### src/hw/rtl/scrolling_tilemap_pixel_renderer_top_assert.svh
// ----------------------------------------------------------------------------
// Assertion macros for the tile background renderer
// Shared property forms used by the RTL assertion sections.
// ----------------------------------------------------------------------------
`ifndef SCROLLING_TILEMAP_PIXEL_RENDERER_TOP_ASSERT_SVH
`define SCROLLING_TILEMAP_PIXEL_RENDERER_TOP_ASSERT_SVH

// Same-cycle implication, disabled while reset is asserted
`define STM_ASSERT_NOW(lbl, clk, rst_n, ante, cons, msg) \
    lbl: assert property (@(posedge clk) disable iff (!(rst_n)) (ante) |-> (cons)) \
        else $error(msg);

// Next-cycle implication, disabled while reset is asserted
`define STM_ASSERT_NEXT(lbl, clk, rst_n, ante, cons, msg) \
    lbl: assert property (@(posedge clk) disable iff (!(rst_n)) (ante) |=> (cons)) \
        else $error(msg);

`endif

### src/hw/rtl/stm_pkg.sv
// ----------------------------------------------------------------------------
// stm_pkg
// Types and constants shared by the tile background renderer modules.
// ----------------------------------------------------------------------------
`default_nettype none

package stm_pkg;

    // Transaction kinds
    typedef enum logic [1:0] {
        OP_MAP_WR = 2'd0,
        OP_PAT_WR = 2'd1,
        OP_RENDER = 2'd2,
        OP_NONE   = 2'd3
    } t_op;

    // Configuration register indexes
    localparam logic CFG_MAP_WIDTH = 1'b0;
    localparam logic CFG_PLAYER_X  = 1'b1;

    localparam int MW_W       = 9;    // map width register
    localparam int PX_W       = 18;   // player X register
    localparam int DIVIDEND_W = 13;   // wrapped column dividend
    localparam int DIV_STEPS  = 13;   // one quotient bit per stage
    localparam int MAP_IDX_W  = 16;   // widest map index
    localparam int PAT_IDX_W  = 13;
    localparam int PIX_W      = 17;
    localparam int CAM_OFFSET = 160;

    // Item carried down the pipeline
    typedef struct packed {
        t_op                    op;
        logic [MAP_IDX_W-1:0]   map_addr;
        logic [PAT_IDX_W-1:0]   pat_addr;
        logic [7:0]             wdata;
        logic [3:0]             row;
        logic [3:0]             ly;
        logic [3:0]             lx;
        logic [PIX_W-1:0]       pix;
    } t_item;

endpackage

`default_nettype wire

### src/hw/rtl/stm_colwrap.sv
// ----------------------------------------------------------------------------
// stm_colwrap
// Pipelined restoring remainder: wraps a tile column modulo the map width.
// ----------------------------------------------------------------------------
`default_nettype none

module stm_colwrap (
    input  wire logic                            i_clk,
    input  wire logic                            i_rst_n,
    input  wire logic [stm_pkg::MW_W-1:0]        i_mw,
    input  wire logic                            i_valid,
    input  wire stm_pkg::t_item                  i_item,
    input  wire logic [stm_pkg::DIVIDEND_W-1:0]  i_dividend,
    output logic                                 o_valid,
    output stm_pkg::t_item                       o_item,
    output logic      [stm_pkg::MW_W-1:0]        o_col
);
    import stm_pkg::*;

    localparam int TRIAL_W = MW_W + DIV_STEPS;

    logic                  r_vld  [DIV_STEPS];
    t_item                 r_item [DIV_STEPS];
    logic [DIVIDEND_W-1:0] r_rem  [DIV_STEPS];
    logic [DIVIDEND_W-1:0] n_rem  [DIV_STEPS];

    for (genvar s = 0; s < DIV_STEPS; s++) begin : g_step
        localparam int SH = DIV_STEPS - 1 - s;
        logic [DIVIDEND_W-1:0] rem_in;
        logic [TRIAL_W-1:0]    trial;
        logic                  vld_in;
        t_item                 item_in;

        // Take the previous stage or the input
        if (s == 0) begin : g_first
            assign rem_in  = i_dividend;
            assign vld_in  = i_valid;
            assign item_in = i_item;
        end else begin : g_next
            assign rem_in  = r_rem[s-1];
            assign vld_in  = r_vld[s-1];
            assign item_in = r_item[s-1];
        end

        // Subtract the shifted width where it fits
        assign trial = TRIAL_W'(i_mw) << SH;
        always_comb begin
            n_rem[s] = rem_in;
            if (TRIAL_W'(rem_in) >= trial) begin
                n_rem[s] = rem_in - trial[DIVIDEND_W-1:0];
            end
        end

        // Advance the stage
        always_ff @(posedge i_clk) begin
            if (!i_rst_n) begin
                r_vld[s] <= 1'b0;
            end else begin
                r_vld[s] <= vld_in;
            end
            r_rem[s]  <= n_rem[s];
            r_item[s] <= item_in;
        end
    end

    assign o_valid = r_vld[DIV_STEPS-1];
    assign o_item  = r_item[DIV_STEPS-1];
    assign o_col   = r_rem[DIV_STEPS-1][MW_W-1:0];

endmodule

`default_nettype wire

### config.mk
export PLATFORM = sky130hd
export DESIGN_NAME = stm_colwrap
export DESIGN_NICKNAME = d
export VERILOG_FILES = /design/src/hw/rtl/scrolling_tilemap_pixel_renderer_top_assert.svh /design/src/hw/rtl/stm_pkg.sv /design/src/hw/rtl/stm_colwrap.sv
export SDC_FILE = /design/constraint.sdc
export NUM_CORES = 1
export LEC_CHECK = 0
export ABC_AREA = 1
export BUFFER_PORTS_ARGS = -buffer_cell sky130_fd_sc_hd__buf_4
export CAP_MARGIN = 25
export CELL_PAD_IN_SITES_DETAIL_PLACEMENT = 2
export CELL_PAD_IN_SITES_GLOBAL_PLACEMENT = 2
export CORE_ASPECT_RATIO = 1.1
export CORE_MARGIN = 8
export CORE_UTILIZATION = 36
export DETAILED_ROUTE_END_ITERATION = 16
export PLACE_DENSITY = 0.77
export RECOVER_POWER = 50
export SETUP_SLACK_MARGIN = 0.5
export SLEW_MARGIN = 20
export SYNTH_ARGS = -nofsm -noshare
export SYNTH_HDL_FRONTEND = slang
export SYNTH_SLANG_ARGS = --single-unit
### constraint.sdc
create_clock -name i_clk -period 1.9 [get_ports i_clk]
set_input_delay 0.285 -clock i_clk [delete_from_list [all_inputs] [get_ports i_clk]]
set_output_delay 0.285 -clock i_clk [all_outputs]
set_load 0.01 [all_outputs]
; ---- Word level (Yosys, flattened, before mapping)
; Memory sizes are Yosys's and may differ from the RTL's.
; Index checks and enable logic that the tools add are counted.
; W data, S select, Z words.
[word_totals]
reg_bits = 0
ram_bits = 1066
inputBits = 93
mem_count = 3
[classes]
n_addsub = 13
n_lt_le_gt_ge = 13
muxes = 28
n_bitwise = 13
[memory_table]
columns = name, words, word_bits, rd, rd_ports_with_merged_regs, wr, line
row1 = r_item, 13, 68, 13, 0, 13, stm_colwrap.sv:23  ; t_item r_item [DIV_STEPS];
row2 = r_rem, 13, 13, 13, 0, 13, stm_colwrap.sv:24  ; logic [DIVIDEND_W-1:0] r_rem [DIV_STEPS];
row3 = r_vld, 13, 1, 13, 0, 13, stm_colwrap.sv:22  ; logic r_vld [DIV_STEPS];
[ops]
columns = cell, n
row1 = $mux W13, 13
row2 = $sub A13 B13 Y13, 9
row3 = $ge A13 B21 Y1, 1
row4 = $ge A13 B20 Y1, 1
row5 = $ge A13 B19 Y1, 1
row6 = $ge A13 B18 Y1, 1
row7 = $ge A13 B17 Y1, 1
row8 = $ge A13 B16 Y1, 1
row9 = $ge A13 B15 Y1, 1
row10 = $mux W1, 15
row11 = $ge A13 B14 Y1, 1
row12 = $ge A13 B10 Y1, 1
row13 = $ge A13 B11 Y1, 1
row14 = $ge A13 B12 Y1, 1
row15 = $ge A13 B13 Y1, 1
row16 = $ge A13 B9 Y1, 1
row17 = $or A1 B1 Y1, 13
row18 = $sub A13 B10 Y13, 1
row19 = $sub A13 B11 Y13, 1
row20 = $sub A13 B12 Y13, 1
row21 = $sub A13 B9 Y13, 1

; ---- Longest topological paths before layout
; An unclocked memory read counts as a cell.
[logic_depth]
ltp_word = 3
depth_mapped = 14

; ---- Least setup slack after synthesis
; No wires, ideal clock.
[synth_timing]
path_type = input to register
start = in i_mw[1] (netlist name)
end = mem r_rem[11][1], in the netlist r_rem[2][40]
setup_time_ps = 121
arrival_ps = 1785
required_time_ps = 1779
path_slack_ps = -6
stages = 11
path_buffers = 1
path_cell_list = inv_1 -> fa_1 -> nand3_1 -> nand3_1 -> nand2_1 -> nand2_1 -> nand2_1 -> nand2_2 -> buf_4 -> nand2_1 -> o21ai_0
[synth_rtl]
columns = element, line
row1 = from (decl), stm_colwrap.sv:10  ; input wire logic [stm_pkg::MW_W-1:0] i_mw,
row2 = to (decl), stm_colwrap.sv:24

==> run metrics <==
Top Metal Used met5; Cells on Worst Hold Path 5; status completed; worst slew pin tran 482 ps; most numerous cell in the Yosys netlist dfxtp_1; synth warn 0; Max-Cap Viols 0; async set-reset flop share out of synthesis 0; Final Cycle Share 0.994; dominant cells by area after synthesis dfxtp_1, nand2_1, ha_1; Worst R2R Setup Slack 10 ps; Die Wd 278 um; RR Endpoint r_rem[1][38]$_DFF_P_; WHS Endpoint r_rem[0][25]$_DFF_P_; CTS sink count 1062; number of H-tree levels 3; Die Y 304 um; Final HPWL DP 47500 um; cell taking the most area after synthesis dfxtp_1; row cnt 105; Yosys reg bits 1062; Boundary Pins 171; syn nets 2367; worst setup path class flip-flop to flip-flop; slew margin rel. 0.676; Cell variety after synth 37; Setup TNS 0 ps; core area 74600 sq um; Max rail drop VDD 1.03 mV; maximum achievable frequency 530 MHz; first-pass GRT wire length 140000 um; min Tclk post-route 1890 ps; Synth top area share 0.783; R2R cell count 10; die area 84500 sq um; cell area power density 1570 nW/um^2; clock slew at reported path FFs 70 ps; vias in the first global route 21364; DRC 0; CP arrival 2410 ps; post-layout power 61.4 mW; Final WS setup 11.5 ps; drt via density 4.73; Most used DFF post-synth dfxtp_1; most frequent cells after synthesis dfxtp_1, nand2_1, inv_1; clk buf depth 3; max-slew violations 0; largest net degree at the start of global routing 17; Mean Syn Cell Area 12.4 sq um; Placed Area 31200 sq um; worst-skew pair later-pin latency 680 ps; Root Driver clkbuf_16; pre-CTS WS -495 ps; post-synthesis sequential area ratio 0.783; drt first-iter violations 881; PortBufs 170; Num CTS Buffers 101; vias 18203; GRT Total Usage 0.218; Hold WC Path Type input pin to flip-flop; Synth-to-Final Area Change 44.2%; metal3 WL 5170 um; hold slack 110 ps; gpl congestion 0.861; Detailed Route WL 108000 um; placed insts 3498; Final nets 2983; gr ovfl total 0; Routed Antenna Nets 0; Worst Hold Launch i_mw[2]; routed len/inst 27.9 um; final hold viol count 0; DRT Pass-1 Iters 4; final instance area 39200 sq um; CP required 2420 ps; fin cells 3852; Post-synth EDFFs 0; antenna violations before repair 10; cell count after synthesis 2182; CTS tree done; layout cell share with drive strength beyond 1 0.399; crit start category flip-flop; met2 WL 58100 um; Starting Density 0.364; final setup vio count 0; met1 WL 37400 um; Crit Path Max Fanout 2; Final Skew 48.6 ps; critical path endpoint category flip-flop; unrepaired setup endpoints after global routing yes; Mapped Area 27200 sq um; P_leak 17.4 nW; worst r2r src r_rem[1][19]$_DFF_P_; Final Core Density 0.525
timing repair:
| action | CTS | global route |
|---|---|---|
| hold buffers | 84 | 0 |
| resized for setup | 508 | 274 |
| pin swaps | 136 | 142 |
| endpoints found under the setup margin | 152 | 153 |
| gates cloned | 8 | 1 |
| setup buffers | 41 | 26 |
| endpoints found under the hold margin | 94 | 0 |
placed cells by master, fill, tap and decap left out, drive strengths merged, types with 44 or more instances in the layout:
cell type	count
nand3	111
nand2	460
nor2	106
inv	179
clkbuf	211
dfxtp	1062
buf	355
a21oi	44
dlygate4sd3	83
ha	81
worst max path at each step:
| stage | endpoint | cells past startpoint | start | slack, ps |
|---|---|---|---|---|
| 3_5_place_dp | r_rem[2][46]$_DFF_P_ | 13 | i_mw[2] | -490 |
| 5_1_grt | r_rem[1][38]$_DFF_P_ | 10 | r_rem[1][19]$_DFF_P_ | -10 |
| 3_3_place_gp | r_rem[2][47]$_DFF_P_ | 13 | i_mw[2] | -410 |
| 4_1_cts | r_rem[2][41]$_DFF_P_ | 13 | r_rem[2][27]$_DFF_P_ | 130 |
| 6_report | r_rem[1][38]$_DFF_P_ | 10 | r_rem[1][19]$_DFF_P_ | 10 |
| 2_1_floorplan | r_rem[2][17]$_DFF_P_ | 10 | i_mw[1] | 120 |
routing by layer:
metal	GRT usage	vias to the layer above
met5	0	-
met3	0.0419	389
met1	0.219	9072
li1	-	8130
met2	0.424	608
met4	0.108	4
sequential cells by signal, indices dropped and copies added, names as in the netlist:
signal  flops
r_item    884
r_vld      13
r_rem     165
logic make-up after synthesis:
family	share of synthesized area
xor gates and xnor gates	0.0100
AOI/OAI and AO/OA	0.0179
buffers and inverters	0.0263
adders and majority gates	0.0454
DFF	0.783
and+or+nand+nor	0.118
power by group:
part | switching [mW] | total, mW | internal, mW
clock | 9.85 | 21.9 | 12.0
sequential | 1.38 | 25.5 | 24.2
combinational | 7.88 | 14.0 | 6.15
total | 19.1 | 61.4 | 42.3
layout make-up:
class,instances,area [sq um]
antenna,6,15.0
clock buffer,140,2840
clock inverter,48,661
fill,6864,35400
inverter,178,697
multi-input combinational,945,7760
sequential,1062,21500
tap,963,1200
timing repair buffer,510,4530
critical path: stages, from the launching register on:
cell	delay, ps
dfxtp_2	380
inv_2	80
ha_4	170
fa_2	350
nand3b_1	180
nand2_2	130
nand2_4	70
nand4_1	100
nand2_2	90
nand2_2	90
nand2_2	70
(Power assumes the default switching activity.)
